## config.mk

```make
export PLATFORM = sky130hd
export DESIGN_NAME = wav_pcm_stream_to_dac_flat
export DESIGN_NICKNAME = d
export VERILOG_FILES = /design/src/sv/wpsd_pkg.sv /design/src/sv/wpsd_stream_if.sv /design/src/sv/wav_pcm_stream_to_dac.sv /design/src/flat_wrapper.sv
export SDC_FILE = /design/constraint.sdc
export NUM_CORES = 1
export LEC_CHECK = 0
export ABC_CLOCK_PERIOD_IN_PS = 8100
export BUFFER_PORTS_ARGS = -buffer_cell sky130_fd_sc_hd__buf_4
export CORE_UTILIZATION = 60
export CTS_CLUSTER_DIAMETER = 80
export CTS_CLUSTER_SIZE = 28
export DETAILED_ROUTE_END_ITERATION = 7
export PLACE_DENSITY = 0.8
export REMOVE_ABC_BUFFERS = 1
export SYNTH_ARGS = -nofsm -noshare
export SYNTH_HDL_FRONTEND = slang
export SYNTH_SLANG_ARGS = --single-unit
```

## constraint.sdc

```tcl
create_clock -name clock -period 8.1 [get_ports clock]
set_input_delay 0.405 -clock clock [delete_from_list [all_inputs] [get_ports clock]]
set_output_delay 0.405 -clock clock [all_outputs]
set_load 0.05 [all_outputs]
```

## src/sv/wpsd_pkg.sv

```systemverilog
// Shared types and constants for the WAV PCM stream parser.
package wpsd_pkg;

   // Result kinds.
   localparam logic [1:0] KIND_SAMPLE = 2'd0;
   localparam logic [1:0] KIND_HEADER = 2'd1;
   localparam logic [1:0] KIND_REJECT = 2'd2;
   localparam logic [1:0] KIND_END    = 2'd3;

   // Four-character tags as they appear in byte order, first byte in the top.
   localparam logic [31:0] TAG_RIFF = 32'h5249_4646;
   localparam logic [31:0] TAG_WAVE = 32'h5741_5645;
   localparam logic [31:0] TAG_FMT  = 32'h666D_7420;
   localparam logic [31:0] TAG_DATA = 32'h6461_7461;

   localparam logic [15:0] DAC_MIDPOINT = 16'h8000;
   localparam logic [31:0] FMT_MIN_LEN  = 32'd16;
   localparam logic [15:0] FMT_PCM      = 16'd1;

   typedef struct packed {
      logic [1:0]         kind;
      logic signed [15:0] sample;
      logic [31:0]        dac_word;
      logic [15:0]        channel_count;
      logic [31:0]        rate_hz;
      logic [15:0]        sample_bits;
      logic               last;
   } result_type;

endpackage

```

## src/sv/wpsd_stream_if.sv

```systemverilog
// Handshake channels for file bytes in and parser results out.
interface wpsd_req_if;
   logic       valid;
   logic       ready;
   logic [7:0] data_byte;
   logic       last_byte;

   modport source (output valid, output data_byte, output last_byte, input ready);
   modport sink   (input valid, input data_byte, input last_byte, output ready);
endinterface

interface wpsd_rsp_if;
   logic               valid;
   logic               ready;
   logic [1:0]         kind;
   logic signed [15:0] sample;
   logic [31:0]        dac_word;
   logic [15:0]        channel_count;
   logic [31:0]        rate_hz;
   logic [15:0]        sample_bits;
   logic               last;

   modport source (output valid, output kind, output sample, output dac_word,
                   output channel_count, output rate_hz, output sample_bits,
                   output last, input ready);
   modport sink   (input valid, input kind, input sample, input dac_word,
                   input channel_count, input rate_hz, input sample_bits,
                   input last, output ready);
endinterface

```

## src/sv/wav_pcm_stream_to_dac.sv

```systemverilog
// Streaming RIFF/WAVE parser that turns linear PCM bytes into samples and DAC words.
//
//  channel | dir | handshake     | item
//  --------+-----+---------------+--------------------------------------------
//  req_ch  | in  | valid/ready   | one file byte plus end-of-file flag
//  rsp_ch  | out | valid/ready   | one result: sample, header ok, reject, end
//
// A byte is parsed while it sits in the input register, once the queue has room for its results.
// Its results are registered into a four-entry queue, and a new byte is taken every cycle
// while the result side keeps up.
// A byte makes at most two results and is parsed only while the queue has room for two.
// The queue drains one result per cycle; a stalled result side fills it, holds the input
// register and drops req_ch.ready. Synchronous reset clears the parser and empties the queue.
module wav_pcm_stream_to_dac
   import wpsd_pkg::*;
(
   input logic         clock,
   input logic         reset,
   wpsd_req_if.sink    req_ch,
   wpsd_rsp_if.source  rsp_ch
);

   // Parser phases.
   localparam logic [2:0] PH_RIFF = 3'd0;
   localparam logic [2:0] PH_SIZE = 3'd1;
   localparam logic [2:0] PH_WAVE = 3'd2;
   localparam logic [2:0] PH_HDR  = 3'd3;
   localparam logic [2:0] PH_FMT  = 3'd4;
   localparam logic [2:0] PH_SKIP = 3'd5;
   localparam logic [2:0] PH_DATA = 3'd6;
   localparam logic [2:0] PH_DONE = 3'd7;

   // Builds one result. Fields that do not belong to a kind read as zero.
   function automatic result_type make_result(input logic [1:0]  kind,
                                              input logic [15:0] smp,
                                              input logic [15:0] chan,
                                              input logic [31:0] rate,
                                              input logic [15:0] bits);
      result_type r;
      r = '0;
      r.kind = kind;
      if (kind == KIND_SAMPLE) begin
         r.sample   = smp;
         r.dac_word = {DAC_MIDPOINT - smp, smp ^ DAC_MIDPOINT};
      end
      if (kind == KIND_SAMPLE || kind == KIND_HEADER) begin
         r.channel_count = chan;
         r.rate_hz       = rate;
         r.sample_bits   = bits;
      end
      return r;
   endfunction

   // Input register.
   logic       in_valid_ff, in_valid_in;
   logic [7:0] in_byte_ff;
   logic       in_last_ff;

   // Parser state.
   logic [2:0]  phase_ff, phase_in;
   logic [3:0]  offset_ff, offset_in;   // file offset, saturating; only 0..11 matter
   logic [31:0] tag_ff, tag_in;
   logic [31:0] len_ff, len_in;
   logic [32:0] pos_ff, pos_in;
   logic [15:0] chan_ff, chan_in;
   logic [31:0] rate_ff, rate_in;
   logic [15:0] bits_ff, bits_in;
   logic [31:0] left_ff, left_in;
   logic [7:0]  low_ff, low_in;
   logic [1:0]  idx_ff, idx_in;

   // Result queue.
   result_type q_ff [0:3];
   logic [1:0] wr_ptr_ff, wr_ptr_in;
   logic [1:0] rd_ptr_ff, rd_ptr_in;
   logic [2:0] count_ff, count_in;

   logic       req_fire;
   logic       proc_fire;
   logic       pop;
   logic       res_a_valid, res_b_valid;
   result_type res_a, res_b;
   result_type push_first, push_second;
   logic [1:0] push_n;

   logic        bad;
   logic        eight_bit;
   logic        frame_end;
   logic [32:0] pos_next;
   logic [32:0] chunk_total;
   logic [15:0] smp;

   // A byte is parsed only when the queue can take both of its possible results.
   assign proc_fire    = in_valid_ff && (count_ff <= 3'd2);
   assign req_ch.ready = !in_valid_ff || proc_fire;
   assign req_fire     = req_ch.valid && req_ch.ready;
   assign pop          = rsp_ch.valid && rsp_ch.ready;

   always_comb begin
      in_valid_in = in_valid_ff;
      if (req_fire) begin
         in_valid_in = 1'b1;
      end else if (proc_fire) begin
         in_valid_in = 1'b0;
      end
   end

   always_ff @(posedge clock) begin
      if (reset) begin
         in_valid_ff <= 1'b0;
      end else begin
         in_valid_ff <= in_valid_in;
      end
   end

   always_ff @(posedge clock) begin
      if (req_fire) begin
         in_byte_ff <= req_ch.data_byte;
         in_last_ff <= req_ch.last_byte;
      end
   end

   // Parser: one byte per cycle while the queue has room, at most two results per byte.
   always_comb begin
      phase_in  = phase_ff;
      offset_in = offset_ff;
      tag_in    = tag_ff;
      len_in    = len_ff;
      pos_in    = pos_ff;
      chan_in   = chan_ff;
      rate_in   = rate_ff;
      bits_in   = bits_ff;
      left_in   = left_ff;
      low_in    = low_ff;
      idx_in    = idx_ff;

      bad         = 1'b0;
      res_a_valid = 1'b0;
      res_b_valid = 1'b0;
      res_a       = '0;
      res_b       = '0;
      smp         = '0;

      eight_bit   = (bits_ff == 16'd8);
      pos_next    = pos_ff + 33'd1;
      chunk_total = {1'b0, len_ff} + {32'd0, len_ff[0]};

      // Last byte of a frame: one or two channels, one or two bytes each.
      if (eight_bit) begin
         frame_end = (chan_ff == 16'd2) ? (idx_ff == 2'd1) : (idx_ff == 2'd0);
      end else begin
         frame_end = (chan_ff == 16'd2) ? (idx_ff == 2'd3) : (idx_ff == 2'd1);
      end

      if (proc_fire) begin
         if (offset_ff != 4'hF) begin
            offset_in = offset_ff + 4'd1;
         end

         case (phase_ff)
            PH_RIFF, PH_SIZE, PH_WAVE: begin
               tag_in = {tag_ff[23:0], in_byte_ff};
               if (offset_ff == 4'd3) begin
                  if (tag_in != TAG_RIFF) begin
                     bad = 1'b1;
                  end else begin
                     phase_in = PH_SIZE;
                  end
               end else if (offset_ff == 4'd7) begin
                  phase_in = PH_WAVE;
               end else if (offset_ff == 4'd11) begin
                  if (tag_in != TAG_WAVE) begin
                     bad = 1'b1;
                  end else begin
                     phase_in = PH_HDR;
                     pos_in   = '0;
                  end
               end
            end

            PH_HDR: begin
               // Chunk header: four tag bytes, then a little-endian length.
               if (!pos_ff[2]) begin
                  tag_in = {tag_ff[23:0], in_byte_ff};
               end else begin
                  len_in = {in_byte_ff, len_ff[31:8]};
               end
               pos_in = pos_next;
               if (pos_ff[2:0] == 3'd7) begin
                  pos_in = '0;
                  if (tag_in == TAG_DATA) begin
                     if (len_in == 32'd0 || in_last_ff) begin
                        bad = 1'b1;
                     end else begin
                        left_in     = len_in;
                        idx_in      = '0;
                        phase_in    = PH_DATA;
                        res_a_valid = 1'b1;
                        res_a       = make_result(KIND_HEADER, '0, chan_ff, rate_ff,
                                                  bits_ff);
                     end
                  end else if (tag_in == TAG_FMT && len_in < FMT_MIN_LEN) begin
                     bad = 1'b1;
                  end else if (len_in != 32'd0) begin
                     phase_in = (tag_in == TAG_FMT) ? PH_FMT : PH_SKIP;
                  end
               end
            end

            PH_FMT, PH_SKIP: begin
               if (phase_ff == PH_FMT && pos_ff[32:4] == '0) begin
                  case (pos_ff[3:0])
                     4'd0: low_in = in_byte_ff;
                     4'd1: begin
                        if ({in_byte_ff, low_ff} != FMT_PCM) begin
                           bad = 1'b1;
                        end
                     end
                     4'd2: chan_in[7:0]  = in_byte_ff;
                     4'd3: chan_in[15:8] = in_byte_ff;
                     4'd4, 4'd5, 4'd6, 4'd7: begin
                        rate_in[{pos_ff[1:0], 3'b000} +: 8] = in_byte_ff;
                     end
                     4'd14: bits_in[7:0]  = in_byte_ff;
                     4'd15: bits_in[15:8] = in_byte_ff;
                     default: ;
                  endcase
               end
               if (!bad) begin
                  // Odd lengths carry one pad byte.
                  if (pos_next >= chunk_total) begin
                     pos_in   = '0;
                     phase_in = PH_HDR;
                  end else begin
                     pos_in = pos_next;
                  end
               end
            end

            PH_DATA: begin
               if (eight_bit && idx_ff == 2'd0) begin
                  smp         = {in_byte_ff ^ 8'h80, 8'h00};
                  res_a_valid = 1'b1;
               end else if (!eight_bit && idx_ff == 2'd0) begin
                  low_in = in_byte_ff;
               end else if (!eight_bit && idx_ff == 2'd1) begin
                  smp         = {in_byte_ff, low_ff};
                  res_a_valid = 1'b1;
               end
               res_a  = make_result(KIND_SAMPLE, smp, chan_ff, rate_ff, bits_ff);
               idx_in = frame_end ? 2'd0 : idx_ff + 2'd1;
               left_in = left_ff - 32'd1;
               if (left_ff == 32'd1 || in_last_ff) begin
                  res_b_valid = 1'b1;
                  res_b       = make_result(KIND_END, '0, '0, '0, '0);
                  phase_in    = PH_DONE;
               end
            end

            default: ;
         endcase

         if (bad) begin
            res_b_valid = 1'b1;
            res_b       = make_result(KIND_REJECT, '0, '0, '0, '0);
            phase_in    = PH_DONE;
         end
         // A file that ends before its data chunk is rejected once.
         if (in_last_ff && phase_in != PH_DONE && phase_in != PH_DATA) begin
            res_b_valid = 1'b1;
            res_b       = make_result(KIND_REJECT, '0, '0, '0, '0);
         end

         // The final byte of a file returns the parser to its start state.
         if (in_last_ff) begin
            phase_in  = PH_RIFF;
            offset_in = '0;
            tag_in    = '0;
            len_in    = '0;
            pos_in    = '0;
            chan_in   = '0;
            rate_in   = '0;
            bits_in   = '0;
            left_in   = '0;
            idx_in    = '0;
         end
      end
   end

   always_ff @(posedge clock) begin
      if (reset) begin
         phase_ff  <= PH_RIFF;
         offset_ff <= '0;
         tag_ff    <= '0;
         len_ff    <= '0;
         pos_ff    <= '0;
         chan_ff   <= '0;
         rate_ff   <= '0;
         bits_ff   <= '0;
         left_ff   <= '0;
         idx_ff    <= '0;
      end else begin
         phase_ff  <= phase_in;
         offset_ff <= offset_in;
         tag_ff    <= tag_in;
         len_ff    <= len_in;
         pos_ff    <= pos_in;
         chan_ff   <= chan_in;
         rate_ff   <= rate_in;
         bits_ff   <= bits_in;
         left_ff   <= left_in;
         idx_ff    <= idx_in;
      end
   end

   // The held low byte is always written before it is read.
   always_ff @(posedge clock) begin
      low_ff <= low_in;
   end

   // Pack the results of one byte in order; the last one carries the flag.
   always_comb begin
      push_n      = {1'b0, res_a_valid} + {1'b0, res_b_valid};
      push_first  = res_a_valid ? res_a : res_b;
      push_second = res_b;
      push_first.last  = (push_n == 2'd1);
      push_second.last = 1'b1;
   end

   always_comb begin
      wr_ptr_in = wr_ptr_ff + push_n;
      rd_ptr_in = rd_ptr_ff + {1'b0, pop};
      count_in  = count_ff + {1'b0, push_n} - {2'b00, pop};
   end

   always_ff @(posedge clock) begin
      if (reset) begin
         wr_ptr_ff <= '0;
         rd_ptr_ff <= '0;
         count_ff  <= '0;
      end else begin
         wr_ptr_ff <= wr_ptr_in;
         rd_ptr_ff <= rd_ptr_in;
         count_ff  <= count_in;
      end
   end

   always_ff @(posedge clock) begin
      if (push_n != 2'd0) begin
         q_ff[wr_ptr_ff] <= push_first;
      end
      if (push_n == 2'd2) begin
         q_ff[wr_ptr_ff + 2'd1] <= push_second;
      end
   end

   assign rsp_ch.valid         = (count_ff != 3'd0);
   assign rsp_ch.kind          = q_ff[rd_ptr_ff].kind;
   assign rsp_ch.sample        = q_ff[rd_ptr_ff].sample;
   assign rsp_ch.dac_word      = q_ff[rd_ptr_ff].dac_word;
   assign rsp_ch.channel_count = q_ff[rd_ptr_ff].channel_count;
   assign rsp_ch.rate_hz       = q_ff[rd_ptr_ff].rate_hz;
   assign rsp_ch.sample_bits   = q_ff[rd_ptr_ff].sample_bits;
   assign rsp_ch.last          = q_ff[rd_ptr_ff].last;

`ifndef ASSERT_OFF
   a_queue_bound: assert property (@(posedge clock) disable iff (reset)
      count_ff <= 3'd4)
      else $error("result queue overflow");

   a_room_on_parse: assert property (@(posedge clock) disable iff (reset)
      (push_n != 2'd0) |-> (count_ff <= 3'd2))
      else $error("results pushed without room");

   a_restart_after_eof: assert property (@(posedge clock) disable iff (reset)
      (proc_fire && in_last_ff) |=> (phase_ff == PH_RIFF && offset_ff == 4'd0))
      else $error("parser did not restart after end of file");

   a_data_left_nonzero: assert property (@(posedge clock) disable iff (reset)
      (phase_ff == PH_DATA) |-> (left_ff != 32'd0))
      else $error("data phase with no bytes left");
`endif

endmodule

```

## src/flat_wrapper.sv

```systemverilog
// flat-port wrapper written by rule: the top's interface ports become plain ports
module wav_pcm_stream_to_dac_flat import wpsd_pkg::*;
  (clock, reset, req_ch_valid, req_ch_data_byte, req_ch_last_byte, req_ch_ready, rsp_ch_valid, rsp_ch_kind, rsp_ch_sample, rsp_ch_dac_word, rsp_ch_channel_count, rsp_ch_rate_hz, rsp_ch_sample_bits, rsp_ch_last, rsp_ch_ready);
  wpsd_req_if req_ch_i ();
  wpsd_rsp_if rsp_ch_i ();
  input logic clock;
  input logic reset;
  input wire logic [$bits(req_ch_i.valid)-1:0] req_ch_valid;
  input wire logic [$bits(req_ch_i.data_byte)-1:0] req_ch_data_byte;
  input wire logic [$bits(req_ch_i.last_byte)-1:0] req_ch_last_byte;
  output wire logic [$bits(req_ch_i.ready)-1:0] req_ch_ready;
  output wire logic [$bits(rsp_ch_i.valid)-1:0] rsp_ch_valid;
  output wire logic [$bits(rsp_ch_i.kind)-1:0] rsp_ch_kind;
  output wire logic [$bits(rsp_ch_i.sample)-1:0] rsp_ch_sample;
  output wire logic [$bits(rsp_ch_i.dac_word)-1:0] rsp_ch_dac_word;
  output wire logic [$bits(rsp_ch_i.channel_count)-1:0] rsp_ch_channel_count;
  output wire logic [$bits(rsp_ch_i.rate_hz)-1:0] rsp_ch_rate_hz;
  output wire logic [$bits(rsp_ch_i.sample_bits)-1:0] rsp_ch_sample_bits;
  output wire logic [$bits(rsp_ch_i.last)-1:0] rsp_ch_last;
  input wire logic [$bits(rsp_ch_i.ready)-1:0] rsp_ch_ready;
  assign req_ch_i.valid = req_ch_valid;
  assign req_ch_i.data_byte = req_ch_data_byte;
  assign req_ch_i.last_byte = req_ch_last_byte;
  assign req_ch_ready = req_ch_i.ready;
  assign rsp_ch_valid = rsp_ch_i.valid;
  assign rsp_ch_kind = rsp_ch_i.kind;
  assign rsp_ch_sample = rsp_ch_i.sample;
  assign rsp_ch_dac_word = rsp_ch_i.dac_word;
  assign rsp_ch_channel_count = rsp_ch_i.channel_count;
  assign rsp_ch_rate_hz = rsp_ch_i.rate_hz;
  assign rsp_ch_sample_bits = rsp_ch_i.sample_bits;
  assign rsp_ch_last = rsp_ch_i.last;
  assign rsp_ch_i.ready = rsp_ch_ready;
  wav_pcm_stream_to_dac u_core (.clock(clock), .reset(reset), .req_ch(req_ch_i), .rsp_ch(rsp_ch_i));
endmodule
```

---- Word-level counts from Yosys, hierarchy flattened ----
Memories as Yosys holds them, arrays and structs flattened. A register that Yosys moved wholly into a read port is not among the register bits.
Index checks and enable logic that the tools add are counted.
storage, ports and cells
  flip-flop bits (word level) ............. 227
  memory bits (writable) .................. 460
  bits of input ports ..................... 13
  logic and storage cells ................. 262
  memories kept ........................... 1
memory list
  memory       words  width  rd ports  clocked after memory_dff  wr ports  RTL line                     text
  u_core.q_ff  4      115    1         1                         2         wav_pcm_stream_to_dac.sv:73  result_type q_ff [0:3];
operators by class
  $add $sub $neg .......................... 13
  order comparisons ....................... 3
  equal/unequal tests ..................... 46
  shift-type cells ........................ 2
  mux-type cells .......................... 125
  bitwise logic cells ..................... 2
  reductions and logical operators ........ 51
operators by type and width
  operator                  count
  $mux W115                 9
  $mux W32                  17
  $mux W33                  8
  $pmux W115 S2             1
  $mux W16                  11
  $pmux W32 S2              2
  $mux W114                 1
  $pmux W33 S3              1
  $eq A32 B31 Y1 const B    2
  $mux W8                   8
  $ne A32 B31 Y1 const B    2
  $mux W3                   16
  $mux W1                   37
  $add A32 B1 Y33           1
  $add A33 B1 Y33 const B   1
  $ge A33 B33 Y1            1
  $bwmux W32                1
  $eq A32 B1 Y1 const B     1
  $logic_not A32 Y1         1
  $lt A32 B5 Y1 const B     1
  $reduce_bool A32 Y1       1
  $shift A8 B7 Y32 const A  1
  $shiftx A8 B7 Y32         1
  $sub A32 B1 Y32 const B   1
  other kinds (54)          116

---- Depth between registers and ports, before layout ----
  word-level depth ........................ 21
  depth in mapped cells ................... 21
  depth with buffers taken out ............ 17

---- Least setup slack after synthesis ----
OpenSTA, ideal clock, no wires.
  kind .................................... reg-to-reg
  start point ............................. register u_core.pos_ff[2]
  end point ............................... register u_core.pos_ff[20]
  setup time .............................. 60 ps
  data arrival time ....................... 4253 ps
  required time ........................... 8040 ps
  setup slack ............................. 3787 ps
  cell stages (with the launch flop) ...... 21
  period minus slack after synthesis ...... 4313 ps
  cell sequence ........................... dfxtp_1 buf_2 buf_2 nand4_1 or2_2 clkbuf_1 nor2_1 and3_1 nand2_1 nor2_1 xor2_1 ha_1 and4_1 a221oi_1 o311ai_0 nor2_1 a21oi_1 nor4_2 buf_4 buf_6 a22o_1
on the way
  cells in the longest elaborated chain, start to end .. 7
  elaborated cells on any way between the ends .. 15
  classes of those cells .................. add/sub (1); order compare (1); eq/ne (3); mux (9); reduce/logical (1)
ends and longest elaborated chain
  element                                                  RTL line                      text
  start: declaration                                       wav_pcm_stream_to_dac.sv:64   logic [32:0] pos_ff, pos_in;
  start signal: assignment                                 wav_pcm_stream_to_dac.sv:307  pos_ff <= pos_in;
  branches (longest 7 deep; another with $add A33 B1 Y33)  -
Several ways; the timed one is not identified. The select of a mux whose other input is x is not followed.
A chain may end at the register's enable or synchronous reset.

---- Worst setup path after layout ----
  start point ............................. register u_core.pos_ff[2]
  end point ............................... register u_core.pos_ff[17]
Same word-level chain as after synthesis.

==> impl_results.md <==
* Status: finished clean
* Worst setup EP type: flop
* Fillcell total at 3474
* I/O Pins at 130
* PwrDens at approximately 190 nW/um^2
* Grt total ovfl at 0
* Layout cells sized above 1 at 13.1%
* DIE HEIGHT at 216 microns
* DRC viols at 0
* Min Hold Slack at 0.228 ns
* Largest net degree at the start of global routing at about 120
* First-pass GRT wire length at 121 mm
* Final Net Count at 2714
* Total Routed Length at 76.1 mm
* Root cell of the clock tree: clkbuf_16
* Peak VDD IR at around 190 uV
* Initial antenna violation count at 2
* Reg area at 12700 sq um
* Pwr Total at 0.00573 W
* Crit path kind: flop to flop
* Min Tclk post-route at 5.80 ns
* Vias in the first global route at 21.8k
* First-pass DRT Iterations at 7
* Later-pin clock latency in the skew report at 0.65 ns
* Commonest non-fill, non-tap cells in the layout: 595 x dfxtp_1, 380 x a22o_1, 232 x nor2_1, 163 x buf_4, 157 x nand2_1
* # placed instances at 3205
* Die X-Extent at approximately 220 microns
* Layout area overhead at 7.63%
* Routed vias at 22.3k
* Hold Path Depth at 4
* Commonest non-fill, non-tap cell in the layout: dfxtp_1
* Gr usage total at a little under a third
* Post-route antenna net violation count at 0
* Via density per instance at 6.84
* Sequential area share after synthesis at a little under half
* CTS tree: yes
* Post-Synthesis Cells at 2691
* DR WL/cell at 23.3 microns
* Crit share post-route at 71.6%
* CTS clk-pin slew, worst paths at 0.10 ns
* Core area at 45300 sq um
* Async S/R FF share, synth at 0%
* EDFF count, synth at 25
* YS warnings at 0
* Slew Limit Fails at 0
* Clock skew at roughly 0.042 ns
* Hold Crit Endpoint: u_core.rd_ptr_ff[0]$_SDFF_PP0_
* Worst path required time at 8.67 ns
* IO buf count at 129
* Synth Flop Type: dfxtp_1
* Startpoint Class: flop
* Maxcap violations at 0
* Worst Tran Pin Value at 1.22 ns
* Hold Path Origin: rsp_ch_ready
* Non-filler cells, final at 3265
* Num rows at between 70 and 80
* DRT iter0 DRCs at about 2.2k
* CTS max path bufs at 3
* # resized after CTS at 0
* FF-to-FF setup slack at 2.30 ns
* Reg2reg path depth at 16
* Routability Congestion at 0.928
* Post-DP HPWL at 48.5 mm
* Peak Freq at 0.172 GHz
* Worst hold path type: input pin to flop
* Rel. slew slack at 18.7%
* Clock sinks at 623
* Crit path max fanout at 29
* Library cells used by synthesis at 82
* Setup TNS at 0 ns
* CTS Buf Count at 31
* Area of the die at roughly 47000 sq um
* LEAKAGE at 11.2 nW
* Syn_area_per_cell at around 10 sq um
* Arr. time, crit path at 6.37 ns
* Initial Util at between 60% and 70%
* Mapped Area at 27500 sq um
* Final hold violations at 0
* RR Startpoint: u_core.pos_ff[2]$_SDFFE_PP0P_
* Worst reg2reg path endpoint: u_core.pos_ff[17]$_SDFFE_PP0P_
* RSZ-0062 raised after global routing: false
* H-tree depth at 1
* Yosys reg bits at 623
* # setup viols final at 0
* Area of the multi-input gates at 13700 sq um
==> cells in the mapped netlist (14+ instances only) <==
cell | count | area [sq um]
nand4_1 | 32 | 200
edfxtp_1 | 25 | 751
nand3_1 | 62 | 310
a211oi_1 | 15 | 113
dfxtp_1 | 598 | 12000
nand2_1 | 158 | 593
a21oi_1 | 111 | 556
mux4_2 | 99 | 2230
clkbuf_1 | 180 | 676
nor2_1 | 233 | 875
ha_1 | 52 | 651
a22oi_1 | 75 | 563
xor2_1 | 37 | 324
buf_4 | 17 | 128
o21ai_0 | 76 | 380
buf_2 | 30 | 150
nand3b_1 | 17 | 128
and3_1 | 27 | 169
xnor2_1 | 48 | 420
nor4_1 | 34 | 213
buf_1 | 21 | 78.8
mux2i_1 | 56 | 561
nor3_1 | 41 | 205
inv_1 | 31 | 116
or3_1 | 14 | 87.6
a22o_1 | 380 | 3330
nor2b_1 | 28 | 175
==> flip-flops by register name (all words and copies together), names as in the netlist, 16 cells and up <==
register	cells
u_core.q_ff	396
u_core.pos_ff	33
u_core.left_ff	32
u_core.len_ff	32
u_core.rate_ff	32
u_core.tag_ff	32
u_core.bits_ff	16
u_core.chan_ff	16
==> metrics by stage <==
stage / worst slack (ns) / area, sq um / utilization [%]
2_1_floorplan: 1.54 / 26500 / -
3_3_place_gp: 2.54 / 28500 / 63.0
3_5_place_dp: 2.50 / 28500 / 63.0
4_1_cts: 2.45 / 29600 / 65.5
5_1_grt: 2.01 / 29600 / 65.5
6_report: 2.30 / 29700 / 65.5
==> final cells by class <==
cell class / instances / share of cell area, %
Multi-Input combinational cell: 1784 / 46.2
Sequential cell: 623 / 42.9
Timing Repair Buffer: 174 / 4.50
Clock buffer: 35 / 2.70
Tap cell: 600 / 2.53
Clock inverter: 14 / 0.679
Inverter: 34 / 0.430
Antenna cell: 1 / 0.00844
==> metal layers <==
layer	global-route usage [%]	up-vias	wire (microns)
li1	-	9968	-
met1	41.3	11081	31000
met2	53.5	1095	36600
met3	4.20	198	5600
met4	13.3	2	2890
met5	0	-	13
==> where the power goes <==
part	switching (W)	internal [W]
sequential	0.0000809	0.00312
clock	0.00109	0.000762
combinational	0.000434	0.000241
total	0.00161	0.00412
==> worst max-delay path, stage by stage, from the launching register on <==
cell	delay [ns]
dfxtp_2	0.73
nand4_1	0.30
or2_2	0.42
nor2_1	0.27
and3_1	0.35
nand2_1	0.23
nor2_1	0.17
xor2_1	0.24
ha_1	0.30
and4_1	0.20
a221oi_1	0.37
o311ai_0	0.32
nor2_1	0.65
a21oi_1	0.32
nor4_4	0.26
buf_4	0.36
a22o_1	0.21
==> repair_timing <==
item	4_1_cts	5_1_grt
hold buffers	10	0
endpoints found under the hold margin	10	0
buffers inserted	0	0
==> worst max-delay path by stage <==
stage / from / to / slack (ns)
3_5_place_dp: u_core.pos_ff[2]$_SDFFE_PP0P_ / u_core.pos_ff[18]$_SDFFE_PP0P_ / 2.50
3_3_place_gp: u_core.pos_ff[2]$_SDFFE_PP0P_ / u_core.pos_ff[17]$_SDFFE_PP0P_ / 2.54
6_report: u_core.pos_ff[2]$_SDFFE_PP0P_ / u_core.pos_ff[17]$_SDFFE_PP0P_ / 2.30
5_1_grt: u_core.pos_ff[2]$_SDFFE_PP0P_ / u_core.pos_ff[29]$_SDFFE_PP0P_ / 2.01
4_1_cts: u_core.pos_ff[2]$_SDFFE_PP0P_ / u_core.pos_ff[9]$_SDFFE_PP0P_ / 2.45
2_1_floorplan: u_core.pos_ff[2]$_SDFFE_PP0P_ / u_core.q_ff[1][0]$_SDFFE_PP1P_ / 1.54
==> logic make-up (layout without fill, tap and decap cells) <==
logic type / count (synthesis) / after routing / share of synthesized area, %
compound gates: 754 / 754 / 20.8
xor+xnor: 85 / 85 / 2.70
fa+ha+maj: 53 / 53 / 2.43
buf+inv: 284 / 257 / 4.27
flops: 623 / 623 / 46.2
mux: 161 / 161 / 10.4
other cells: 0 / 1 / 0
simple gates: 731 / 731 / 13.3
Power figures use the tool's default switching activity.
